[src/efcrc8_pkg.sv]
package efcrc8_pkg;

   localparam int unsigned MAX_PAYLOAD_DEF = 1500;
   localparam int unsigned MIN_PAYLOAD_DEF = 46;

   localparam int unsigned ADDR_W = 48;
   localparam int unsigned BYTE_W = 8;
   localparam int unsigned LEN_W  = 11;

   localparam logic [BYTE_W-1:0] PREAMBLE_BYTE = 8'hAA;
   localparam logic [BYTE_W-1:0] SFD_BYTE      = 8'hAB;

   localparam logic [ADDR_W-1:0] DEST_ADDR_RESET = 48'h0000_E486_3ADC;
   localparam logic [ADDR_W-1:0] SRC_ADDR_RESET  = 48'h0000_801A_E665;

   localparam int unsigned CSR_IDX_W = 1;
   localparam logic [CSR_IDX_W-1:0] CSR_DEST_ADDR = 1'b0;
   localparam logic [CSR_IDX_W-1:0] CSR_SRC_ADDR  = 1'b1;

   typedef struct packed {
      logic              clear;
      logic              update;
      logic [BYTE_W-1:0] data;
   } crc_ctrl_type;

endpackage

[src/efcrc8_ifs.sv]
interface efcrc8_req_if;
   import efcrc8_pkg::*;

   logic              valid;
   logic              ready;
   logic              func;
   logic [BYTE_W-1:0] payload_byte;
   logic [LEN_W-1:0]  frame_length;

   modport source(output valid, func, payload_byte, frame_length, input ready);
   modport sink(input valid, func, payload_byte, frame_length, output ready);
endinterface

interface efcrc8_rsp_if;
   import efcrc8_pkg::*;

   logic              valid;
   logic              ready;
   logic [BYTE_W-1:0] frame_byte;
   logic              run_last;
   logic              frame_end;

   modport source(output valid, frame_byte, run_last, frame_end, input ready);
   modport sink(input valid, frame_byte, run_last, frame_end, output ready);
endinterface

[src/efcrc8_crc_unit.sv]
module efcrc8_crc_unit (
   input  logic                         clock,
   input  logic                         reset,
   input  efcrc8_pkg::crc_ctrl_type     crc_ctrl,
   output logic [efcrc8_pkg::BYTE_W-1:0] crc_value
);
   import efcrc8_pkg::*;

   localparam logic [BYTE_W-1:0] CRC_POLY = 8'h07;

   logic [BYTE_W-1:0] crc_ff;
   logic [BYTE_W-1:0] crc_in;
   logic [BYTE_W-1:0] crc_next;

   // MSB-first bitwise CRC-8 over one byte
   always_comb begin
      crc_next = crc_ff ^ crc_ctrl.data;
      for (int i = 0; i < BYTE_W; i++) begin
         if (crc_next[BYTE_W-1]) begin
            crc_next = {crc_next[BYTE_W-2:0], 1'b0} ^ CRC_POLY;
         end else begin
            crc_next = {crc_next[BYTE_W-2:0], 1'b0};
         end
      end
   end

   always_comb begin
      crc_in = crc_ff;
      if (crc_ctrl.clear) begin
         crc_in = '0;
      end else if (crc_ctrl.update) begin
         crc_in = crc_next;
      end
   end

   always_ff @(posedge clock) begin
      if (reset) begin
         crc_ff <= '0;
      end else begin
         crc_ff <= crc_in;
      end
   end

   assign crc_value = crc_ff;

endmodule

[src/efcrc8_seq.sv]
module efcrc8_seq #(
   parameter int unsigned MAX_PAYLOAD = efcrc8_pkg::MAX_PAYLOAD_DEF,
   parameter int unsigned MIN_PAYLOAD = efcrc8_pkg::MIN_PAYLOAD_DEF
) (
   input  logic                          clock,
   input  logic                          reset,
   input  logic [efcrc8_pkg::ADDR_W-1:0] dest_addr,
   input  logic [efcrc8_pkg::ADDR_W-1:0] src_addr,
   input  logic [efcrc8_pkg::BYTE_W-1:0] crc_value,
   output efcrc8_pkg::crc_ctrl_type      crc_ctrl,
   efcrc8_req_if.sink                    req,
   efcrc8_rsp_if.source                  rsp
);
   import efcrc8_pkg::*;

   localparam int unsigned BLW      = $clog2(MAX_PAYLOAD + 1);
   localparam int unsigned PCW      = $clog2(MIN_PAYLOAD + 1);
   localparam int unsigned HDR_LEN  = 22;
   localparam int unsigned HCW      = $clog2(HDR_LEN);
   localparam int unsigned SFD_IDX  = 7;
   localparam int unsigned SH_W     = 2 * ADDR_W + 2 * BYTE_W;

   localparam logic [1:0] ST_IDLE = 2'd0;
   localparam logic [1:0] ST_HDR  = 2'd1;
   localparam logic [1:0] ST_PAD  = 2'd2;
   localparam logic [1:0] ST_CRC  = 2'd3;

   logic [1:0]        state_ff, state_in;
   logic [HCW-1:0]    hdr_cnt_ff, hdr_cnt_in;
   logic [SH_W-1:0]   shift_ff, shift_in;
   logic [BLW-1:0]    bytes_left_ff, bytes_left_in;
   logic [PCW-1:0]    count_ff, count_in;
   logic              in_frame_ff, in_frame_in;
   logic              rsp_valid_ff, rsp_valid_in;
   logic [BYTE_W-1:0] rsp_byte_ff, rsp_byte_in;
   logic              rsp_last_ff, rsp_last_in;
   logic              rsp_end_ff, rsp_end_in;

   logic              advance;
   logic [LEN_W-1:0]  len_sat;
   logic [PCW-1:0]    count_sat;
   logic [BLW-1:0]    bytes_left_dec;

   assign advance = !rsp_valid_ff || rsp.ready;
   assign req.ready = advance && (state_ff == ST_IDLE);

   assign len_sat = (req.frame_length > LEN_W'(MAX_PAYLOAD)) ? LEN_W'(MAX_PAYLOAD)
                                                              : req.frame_length;
   assign count_sat = (count_ff < PCW'(MIN_PAYLOAD)) ? count_ff + PCW'(1) : count_ff;
   assign bytes_left_dec = (bytes_left_ff != '0) ? bytes_left_ff - BLW'(1) : bytes_left_ff;

   always_comb begin
      state_in      = state_ff;
      hdr_cnt_in    = hdr_cnt_ff;
      shift_in      = shift_ff;
      bytes_left_in = bytes_left_ff;
      count_in      = count_ff;
      in_frame_in   = in_frame_ff;
      rsp_valid_in  = rsp_valid_ff && !rsp.ready;
      rsp_byte_in   = rsp_byte_ff;
      rsp_last_in   = rsp_last_ff;
      rsp_end_in    = rsp_end_ff;
      crc_ctrl      = '0;
      if (advance) begin
         case (state_ff)
            ST_IDLE: begin
               if (req.valid) begin
                  if (!req.func) begin
                     if (req.frame_length != '0) begin
                        state_in      = ST_HDR;
                        hdr_cnt_in    = HCW'(1);
                        shift_in      = {dest_addr, src_addr, 16'(len_sat)};
                        bytes_left_in = BLW'(len_sat);
                        count_in      = '0;
                        in_frame_in   = 1'b1;
                        crc_ctrl.clear = 1'b1;
                        rsp_valid_in  = 1'b1;
                        rsp_byte_in   = PREAMBLE_BYTE;
                        rsp_last_in   = 1'b0;
                        rsp_end_in    = 1'b0;
                     end
                  end else if (in_frame_ff) begin
                     crc_ctrl.update = 1'b1;
                     crc_ctrl.data   = req.payload_byte;
                     rsp_valid_in    = 1'b1;
                     rsp_byte_in     = req.payload_byte;
                     rsp_end_in      = 1'b0;
                     count_in        = count_sat;
                     bytes_left_in   = bytes_left_dec;
                     rsp_last_in     = (bytes_left_dec != '0);
                     if (bytes_left_dec == '0) begin
                        state_in = (count_sat < PCW'(MIN_PAYLOAD)) ? ST_PAD : ST_CRC;
                     end
                  end
               end
            end
            ST_HDR: begin
               rsp_valid_in = 1'b1;
               rsp_end_in   = 1'b0;
               rsp_last_in  = (hdr_cnt_ff == HCW'(HDR_LEN - 1));
               if (hdr_cnt_ff < HCW'(SFD_IDX)) begin
                  rsp_byte_in = PREAMBLE_BYTE;
               end else if (hdr_cnt_ff == HCW'(SFD_IDX)) begin
                  rsp_byte_in = SFD_BYTE;
               end else begin
                  rsp_byte_in     = shift_ff[SH_W-1 -: BYTE_W];
                  crc_ctrl.update = 1'b1;
                  crc_ctrl.data   = shift_ff[SH_W-1 -: BYTE_W];
                  shift_in        = {shift_ff[SH_W-BYTE_W-1:0], BYTE_W'(0)};
               end
               if (hdr_cnt_ff == HCW'(HDR_LEN - 1)) begin
                  state_in = ST_IDLE;
               end else begin
                  hdr_cnt_in = hdr_cnt_ff + HCW'(1);
               end
            end
            ST_PAD: begin
               rsp_valid_in    = 1'b1;
               rsp_byte_in     = '0;
               rsp_last_in     = 1'b0;
               rsp_end_in      = 1'b0;
               crc_ctrl.update = 1'b1;
               crc_ctrl.data   = '0;
               count_in        = count_sat;
               if (count_sat >= PCW'(MIN_PAYLOAD)) begin
                  state_in = ST_CRC;
               end
            end
            ST_CRC: begin
               rsp_valid_in   = 1'b1;
               rsp_byte_in    = crc_value;
               rsp_last_in    = 1'b1;
               rsp_end_in     = 1'b1;
               crc_ctrl.clear = 1'b1;
               in_frame_in    = 1'b0;
               count_in       = '0;
               state_in       = ST_IDLE;
            end
            default: begin
               state_in = ST_IDLE;
            end
         endcase
      end
   end

   always_ff @(posedge clock) begin
      if (reset) begin
         state_ff      <= ST_IDLE;
         hdr_cnt_ff    <= '0;
         bytes_left_ff <= '0;
         count_ff      <= '0;
         in_frame_ff   <= 1'b0;
         rsp_valid_ff  <= 1'b0;
      end else begin
         state_ff      <= state_in;
         hdr_cnt_ff    <= hdr_cnt_in;
         bytes_left_ff <= bytes_left_in;
         count_ff      <= count_in;
         in_frame_ff   <= in_frame_in;
         rsp_valid_ff  <= rsp_valid_in;
      end
   end

   always_ff @(posedge clock) begin
      shift_ff    <= shift_in;
      rsp_byte_ff <= rsp_byte_in;
      rsp_last_ff <= rsp_last_in;
      rsp_end_ff  <= rsp_end_in;
   end

   assign rsp.valid      = rsp_valid_ff;
   assign rsp.frame_byte = rsp_byte_ff;
   assign rsp.run_last   = rsp_last_ff;
   assign rsp.frame_end  = rsp_end_ff;

endmodule

[src/ethernet_style_framer_crc8_top.sv]
// The first output byte of a transfer that gives output is registered in the cycle after it.
// Throughput: one output byte per cycle while rsp ready is high, from a single shared CRC-8
// byte unit and output register. A start sends a 22-byte header.
// req ready stays low while the header, padding or CRC byte sequence runs.
// Reset: synchronous, active high; clears the sequencer, CRC and output valid, loads default
// addresses. No clearing pass.
module ethernet_style_framer_crc8_top #(
   parameter int unsigned MAX_PAYLOAD = efcrc8_pkg::MAX_PAYLOAD_DEF,
   parameter int unsigned MIN_PAYLOAD = efcrc8_pkg::MIN_PAYLOAD_DEF
) (
   input  logic                             clock,
   input  logic                             reset,
   efcrc8_req_if.sink                       req_ch,
   efcrc8_rsp_if.source                     rsp_ch,
   input  logic                             csr_write_enable,
   input  logic [efcrc8_pkg::CSR_IDX_W-1:0] csr_index,
   input  logic [efcrc8_pkg::ADDR_W-1:0]    csr_write_data
);
   import efcrc8_pkg::*;

   logic [ADDR_W-1:0] dest_addr_ff, dest_addr_in;
   logic [ADDR_W-1:0] src_addr_ff, src_addr_in;
   logic [BYTE_W-1:0] crc_value;
   crc_ctrl_type      crc_ctrl;

   always_comb begin
      dest_addr_in = dest_addr_ff;
      src_addr_in  = src_addr_ff;
      if (csr_write_enable) begin
         case (csr_index)
            CSR_DEST_ADDR: dest_addr_in = csr_write_data;
            CSR_SRC_ADDR:  src_addr_in  = csr_write_data;
            default: begin
               dest_addr_in = dest_addr_ff;
            end
         endcase
      end
   end

   always_ff @(posedge clock) begin
      if (reset) begin
         dest_addr_ff <= DEST_ADDR_RESET;
         src_addr_ff  <= SRC_ADDR_RESET;
      end else begin
         dest_addr_ff <= dest_addr_in;
         src_addr_ff  <= src_addr_in;
      end
   end

   efcrc8_seq #(
      .MAX_PAYLOAD(MAX_PAYLOAD),
      .MIN_PAYLOAD(MIN_PAYLOAD)
   ) u_seq (
      .clock     (clock),
      .reset     (reset),
      .dest_addr (dest_addr_ff),
      .src_addr  (src_addr_ff),
      .crc_value (crc_value),
      .crc_ctrl  (crc_ctrl),
      .req       (req_ch),
      .rsp       (rsp_ch)
   );

   efcrc8_crc_unit u_crc (
      .clock     (clock),
      .reset     (reset),
      .crc_ctrl  (crc_ctrl),
      .crc_value (crc_value)
   );

`ifndef ASSERT_OFF
   a_end_is_last: assert property (@(posedge clock) disable iff (reset)
      (rsp_ch.valid && rsp_ch.frame_end) |-> rsp_ch.run_last)
      else $error("frame end without run last");

   a_stall_blocks_req: assert property (@(posedge clock) disable iff (reset)
      (rsp_ch.valid && !rsp_ch.ready) |-> !req_ch.ready)
      else $error("request ready while output stalled");

   a_crc_ctrl_excl: assert property (@(posedge clock) disable iff (reset)
      !(crc_ctrl.clear && crc_ctrl.update))
      else $error("crc clear and update together");

   a_reset_no_valid: assert property (@(posedge clock)
      reset |=> !rsp_ch.valid)
      else $error("output valid after reset");
`endif

endmodule

[src/flat_wrapper.sv]
// flat-port wrapper written by rule: the top's interface ports become plain ports
module ethernet_style_framer_crc8_top_flat import efcrc8_pkg::*;
#(
   parameter int unsigned MAX_PAYLOAD = efcrc8_pkg::MAX_PAYLOAD_DEF,
   parameter int unsigned MIN_PAYLOAD = efcrc8_pkg::MIN_PAYLOAD_DEF
)
  (clock, reset, csr_write_enable, csr_index, csr_write_data, req_ch_valid, req_ch_func, req_ch_payload_byte, req_ch_frame_length, req_ch_ready, rsp_ch_valid, rsp_ch_frame_byte, rsp_ch_run_last, rsp_ch_frame_end, rsp_ch_ready);
  efcrc8_req_if req_ch_i ();
  efcrc8_rsp_if rsp_ch_i ();
  input  logic clock;
  input  logic reset;
  input  logic csr_write_enable;
  input  logic [efcrc8_pkg::CSR_IDX_W-1:0] csr_index;
  input  logic [efcrc8_pkg::ADDR_W-1:0] csr_write_data;
  input wire logic [$bits(req_ch_i.valid)-1:0] req_ch_valid;
  input wire logic [$bits(req_ch_i.func)-1:0] req_ch_func;
  input wire logic [$bits(req_ch_i.payload_byte)-1:0] req_ch_payload_byte;
  input wire logic [$bits(req_ch_i.frame_length)-1:0] req_ch_frame_length;
  output wire logic [$bits(req_ch_i.ready)-1:0] req_ch_ready;
  output wire logic [$bits(rsp_ch_i.valid)-1:0] rsp_ch_valid;
  output wire logic [$bits(rsp_ch_i.frame_byte)-1:0] rsp_ch_frame_byte;
  output wire logic [$bits(rsp_ch_i.run_last)-1:0] rsp_ch_run_last;
  output wire logic [$bits(rsp_ch_i.frame_end)-1:0] rsp_ch_frame_end;
  input wire logic [$bits(rsp_ch_i.ready)-1:0] rsp_ch_ready;
  assign req_ch_i.valid = req_ch_valid;
  assign req_ch_i.func = req_ch_func;
  assign req_ch_i.payload_byte = req_ch_payload_byte;
  assign req_ch_i.frame_length = req_ch_frame_length;
  assign req_ch_ready = req_ch_i.ready;
  assign rsp_ch_valid = rsp_ch_i.valid;
  assign rsp_ch_frame_byte = rsp_ch_i.frame_byte;
  assign rsp_ch_run_last = rsp_ch_i.run_last;
  assign rsp_ch_frame_end = rsp_ch_i.frame_end;
  assign rsp_ch_i.ready = rsp_ch_ready;
  ethernet_style_framer_crc8_top #(.MAX_PAYLOAD(MAX_PAYLOAD), .MIN_PAYLOAD(MIN_PAYLOAD)) u_core (.clock(clock), .reset(reset), .req_ch(req_ch_i), .rsp_ch(rsp_ch_i), .csr_write_enable(csr_write_enable), .csr_index(csr_index), .csr_write_data(csr_write_data));
endmodule
[config.mk]
export PLATFORM = sky130hd
export DESIGN_NAME = ethernet_style_framer_crc8_top_flat
export DESIGN_NICKNAME = d
export VERILOG_FILES = /design/src/efcrc8_pkg.sv /design/src/efcrc8_ifs.sv /design/src/efcrc8_crc_unit.sv /design/src/efcrc8_seq.sv /design/src/ethernet_style_framer_crc8_top.sv /design/src/flat_wrapper.sv
export SDC_FILE = /design/constraint.sdc
export NUM_CORES = 1
export LEC_CHECK = 0
export BUFFER_PORTS_ARGS = -buffer_cell sky130_fd_sc_hd__buf_4
export CORE_MARGIN = 5
export CORE_UTILIZATION = 35
export DETAILED_ROUTE_END_ITERATION = 12
export GPL_TIMING_DRIVEN = 0
export PLACE_DENSITY_LB_ADDON = 0.08
export SLEW_MARGIN = 10
export SYNTH_ARGS = -nofsm -noshare
export SYNTH_HDL_FRONTEND = slang
export SYNTH_HIERARCHICAL = 1
export SYNTH_SLANG_ARGS = --single-unit
[constraint.sdc]
create_clock -name clock -period 19.65 [get_ports clock]
set_input_delay 4.9125 -clock clock [delete_from_list [all_inputs] [get_ports clock]]
set_output_delay 4.9125 -clock clock [all_outputs]
set_load 0.05 [all_outputs]
## Word level (Yosys, flattened, before mapping)

Cells that the tools add are included.

| cells by class | value |
|---|---|
| reductions and logical operators | 26 |
| equal/unequal tests | 17 |
| muxes and demuxes | 75 |
| $add $sub $neg | 3 |
| $lt $le $gt $ge | 5 |
| bitwise gates (word level) | 10 |

Operator list:

| cell | count |
|---|---|
| $mux 112 | 5 |
| $pmux 112 s2 | 1 |
| $mux 11 | 5 |
| $mux 8 | 6 |
| $mux 9 | 4 |
| $reduce_bool 11->1 | 3 |
| $pmux 8 s4 | 1 |
| $mux 6 | 5 |
| $pmux 9 s3 | 1 |
| $mux 3 | 8 |
| $not 3->3 | 8 |
| $mux 10 | 2 |
| $mux 5 | 4 |
| $mux 1 | 18 |
| $pmux 6 s3 | 1 |
| $reduce_and 5->1 | 3 |
| $mux 2 | 7 |
| $ne 2x2->1 const B | 7 |
| $reduce_and 7->1 | 2 |
| $lt 6x6->1 const B | 2 |
| $gt 11x11->1 const B | 1 |
| $logic_not 11->1 | 1 |
| $sub 11x1->11 const B | 1 |
| $pmux 5 s2 | 1 |
| 28 further kinds | 39 |

| word-level totals | value |
|---|---|
| output and inout bits | 12 |
| bits of input ports | 74 |
| flip-flop bits (word level) | 252 |
| logic and storage cells | 149 |

## Depth between registers and ports, before layout

| depth | value |
|---|---|
| depth after elaboration | 23 |
| gate-level depth with buffers | 13 |
| gate-level depth less buffers | 11 |

## Hierarchy

The synthesis kept the hierarchy.

Modules (own cells, without submodules):

| module | seq. area each (sq um) | area an instance (sq um) | times used | cells an instance |
|---|---|---|---|---|
| efcrc8_seq | 4,184.0 | 7,279.5 | 1 | 581 |
| ethernet_style_framer_crc8_top | 1,921.8 | 3,947.5 | 1 | 383 |
| efcrc8_crc_unit | 160.2 | 576.8 | 1 | 52 |

## Least setup slack after synthesis

OpenSTA, ideal clock, no wires.

| timing | value |
|---|---|
| kind | input to register |
| start point | input port req_ch_func |
| end point | register u_core.u_seq.shift_ff[0] (enable) |
| library setup time | 0.620 ns |
| arrival | 11.377 ns |
| data required time | 19.030 ns |
| slack | 7.654 ns |
| path buffers | 1 |
| stages on the path | 6 |
| cells stage by stage | inv_1 -> clkbuf_1 -> o311ai_0 -> a21oi_1 -> o21ai_0 -> a21oi_1 |

| between the ends | value |
|---|---|
| cells in the longest elaborated chain, start to end | 2 |

RTL lines:

| item | RTL line | RTL |
|---|---|---|
| start: declaration | flat_wrapper.sv:16 | `input wire logic [$bits(req_ch_i.func)-1:0] req_ch_func;` |
| $ne 2x2->1 (no line) | - |  |
| $reduce_and 7->1 (no line) | - |  |
| end signal: assignment | efcrc8_seq.sv:165 | `shift_ff <= shift_in;` |
| end: declaration | efcrc8_seq.sv:30 | `logic [SH_W-1:0] shift_ff, shift_in;` |

No other way between the ends.
A chain may end at the register's enable or synchronous reset.

## Worst setup path in the final report

| timing | value |
|---|---|
| start point | input port rsp_ch_ready |
| end point | output port req_ch_ready |

| between the ends | value |
|---|---|
| cells in the longest elaborated chain, start to end | 2 |

RTL lines:

| item | RTL line | RTL |
|---|---|---|
| start: declaration | flat_wrapper.sv:24 | `input wire logic [$bits(rsp_ch_i.ready)-1:0] rsp_ch_ready;` |
| $logic_or 1x1->1 | efcrc8_seq.sv:44 | `assign advance = !rsp_valid_ff \|\| rsp.ready;` |
| $logic_and 1x1->1 | efcrc8_seq.sv:45 | `assign req.ready = advance && (state_ff == ST_IDLE);` |
| end: declaration | flat_wrapper.sv:19 | `output wire logic [$bits(req_ch_i.ready)-1:0] req_ch_ready;` |

No other way between the ends.

==> key figures <==
Logic synthesis
  • Mapped Avg Cell Area: 11.6 um^2
  • Yosys warning count: 6
  • Synth Area in Adders: 0.848%
  • Synth Flop Type: dfxtp_1
  • Synth Area in Simple Gates: 14.3%
  • Netlist cell types: 74
  • Mux share of post-synthesis cell area: 15.5%
  • Synth Area in Compound Gates: 10.1%
  • Area leader, netlist: edfxtp_1
  • Syn_nets: 1098
  • Post-Synth XOR/XNOR Area: 2.66%
  • Syn Inst Count: 1016
  • Register bit total from synthesis: 252
  • Asr flop ratio synth: 0%
  • Netlist Area Pre-Place: 11800 um^2
  • Synth area leaders: edfxtp_1, dfxtp_1, mux2_2
  • Sequential element share of the synthesized area: 53.1%
  • Share of Yosys cell area claimed by the top area cell type: 31.0%
  • Largest family of logic cells by synthesized area: multiplexers
  • Number of synthesized flops with an enable pin: 122

STA
  • Setup TNS: 0 ns
  • Fmax: 94.8 MHz
  • Normalized max-slew margin: 27.9%
  • Tightest Pin Transition: 1.08 ns
  • Final period util: 53.7%
  • WHS: 0.460 ns
  • Worst Skew: 0.0209 ns
  • Final Hold Vio Count: 0
  • Period minus WS final: 10.54 ns
  • Final setup violation count: 0
  • RSZ-0062 raised after global routing: no
  • Final-report max-slew violation count: 0

CTS
  • CTS max path bufs: 3
  • Clock latency on the worst-skew pair: 0.56 ns
  • Worst-path clk slew: 0.06 ns
  • Setup bufs post-CTS: 0
  • Post-cts resize count: 0
  • H-tree depth: 1
  • Clk sinks: 252
  • TritonCTS Buffers: 29
  • Root Driver: clkbuf_16
  • CTS tree: built
  • Post-CTS Hold Fix Bufs: 0

Floorplan
  • Core area: 33400 um^2
  • I/O pin cnt: 86
  • Core Rows: 67
  • Die area: 37500 um^2
  • Initial Utilization: 35.3%
  • Die Y: 194 um
  • Die Width: 194 um

Pwr
  • Worst VDD drop: 0.0000759 V
  • Pleak: 5.23 nW
  • Pwr dens: 142 nW/um^2
  • Tot Pwr: 1.99 mW

Global route
  • Number of global-route vias before repair: 8291
  • Initial antenna violation count: 3
  • Gr ovfl total: 0
  • GRT Total Usage: 16.8%
  • Largest net degree at the start of global routing: 24
  • First-pass GRT wire length: 50.0 mm

Detailed routing
  • Wirelength per Cell: 20.0 um
  • Routed vias: 8215
  • First-pass detailed-route iteration total: 5
  • DR iter-0 viols: 537
  • DRC violations left: 0
  • Final ANT Viol Nets: 0
  • Detailed Route WL: 32.2 mm
  • Vias per cell: 5.11

Finish
  • Reg area: 6270 um^2
  • Area Growth Syn to Fin: 19.2%
  • Commonest non-fill, non-tap cells in the layout: dfxtp_1, edfxtp_1, mux2_2
  • Final net count: 1219
  • Fraction of layout cells with a size suffix above 1: 24.9%
  • Multi-input gate area: 5120 um^2
  • Util after Layout: 42.1%
  • Number of fill cells: 3222
  • # diodes: 0
  • Commonest non-fill, non-tap cell in the layout: dfxtp_1

Worst setup path
  • Critical path type: in -> out
  • R2R Setup Slk: 16.35 ns
  • Critical Path Sink Type: primary output
  • R2R Path End: u_core/u_seq/shift_ff[69]
  • Startpoint types: input port
  • CP max FO: 3
  • Worst reg2reg path depth: 9
  • R2R Path Start: u_core/u_seq/state_ff[1]
  • Crit path DAT: 5.63 ns
  • Worst EP required: 14.74 ns

Hold path
  • Hold Startpoint: u_core/src_addr_ff[20]
  • Hold path cells: 1
  • HP Class: reg -> reg
  • Hold-critical path endpoint: u_core/src_addr_ff[20]

Outcome
  • Outcome: complete, no violations

Placement
  • Detail Placement HPWL: 23.5 mm
  • Gp weighted congestion: 0.840
  • PortBufs: 85

Job
  • Max_cap viols: 0
worst max path at each step:
stage | from | endpoint | slack [ns] | depth (start not counted)
2_1_floorplan | req_ch_func | u_core/u_seq/shift_ff[0] | 7.65 | 6
3_3_place_gp | req_ch_func | u_core/u_seq/shift_ff[80] | 3.96 | 7
3_5_place_dp | rsp_ch_ready | req_ch_ready | 9.10 | 5
4_1_cts | rsp_ch_ready | req_ch_ready | 9.09 | 5
5_1_grt | rsp_ch_ready | req_ch_ready | 9.06 | 5
6_report | rsp_ch_ready | req_ch_ready | 9.11 | 5
power breakdown:
group | total, mW | switching, mW | internal [mW]
Sequential | 0.833 | 0.0722 | 0.761
Combinational | 0.636 | 0.377 | 0.259
Clock | 0.522 | 0.220 | 0.302
cell type report:
| class | instances | area share (%) |
|---|---|---|
| buffer | 67 | 2.59 |
| clock inverter | 13 | 0.818 |
| inverter | 16 | 0.427 |
| tap | 448 | 3.98 |
| timing repair buffer | 90 | 5.46 |
| sequential | 252 | 44.5 |
| clock buffer | 41 | 5.76 |
| multi-input combinational | 681 | 36.4 |
routing by layer:
metal	global-route usage, %	part of all wire, %	vias to the layer above
li1	-	-	3969
met1	24.8	49	3994
met2	25.9	44	205
met3	2.80	4.8	45
met4	3.93	2.1	2
met5	0	0.040	-
flip-flops by register name, indices dropped and copies added (netlist names):
signal	flops
u_core/u_seq/shift_ff	112
u_core/dest_addr_ff	48
u_core/src_addr_ff	48
u_core/u_seq/bytes_left_ff	11
u_core/u_crc/crc_value	8
u_core/u_seq/rsp.frame_byte	8
u_core/u_seq/count_ff	6
u_core/u_seq/hdr_cnt_ff	5
u_core/u_seq/state_ff	2
u_core/u_seq/in_frame_ff	1
u_core/u_seq/rsp.frame_end	1
u_core/u_seq/rsp.run_last	1
u_core/u_seq/rsp.valid	1
cells in the mapped netlist (10+ instances only):
| master | instances |
|---|---|
| edfxtp_1 | 122 |
| a211oi_1 | 15 |
| nand2b_1 | 91 |
| a21oi_1 | 55 |
| mux2_2 | 98 |
| mux2i_1 | 72 |
| and3_1 | 10 |
| inv_1 | 16 |
| buf_2 | 16 |
| a21bo_2 | 10 |
| nand2_1 | 34 |
| nor2_1 | 82 |
| nor3_1 | 11 |
| nand3_1 | 18 |
| clkbuf_1 | 34 |
| dfxtp_1 | 130 |
| a22oi_1 | 15 |
| o21ai_0 | 25 |
critical path: stages:
cell,delay (ns)
buf_4,0.11
nand2b_1,0.20
nand2_1,0.13
inv_1,0.08
buf_4,0.19
through the flow:
step / cells / cell area, um^2 / worst slack, ns
after floorplan: 1016 / 11800 / 7.65
after global placement: 1549 / 13000 / 3.96
after detailed placement: 1554 / 13100 / 9.10
after CTS: 1608 / 14100 / 9.09
after global routing: 1608 / 14100 / 9.06
final: 1608 / 14100 / 9.11
logic make-up (layout without fill, tap and decap cells):
| logic type | count (synthesis) | in the layout |
|---|---|---|
| adders and majority gates | 8 | 8 |
| xor gates and xnor gates | 23 | 23 |
| buffers and inverters | 83 | 227 |
| and+or+nand+nor | 304 | 304 |
| DFF | 252 | 252 |
| muxes | 170 | 170 |
| AOI/OAI and AO/OA | 176 | 176 |
Power figures use the tool's default switching activity.
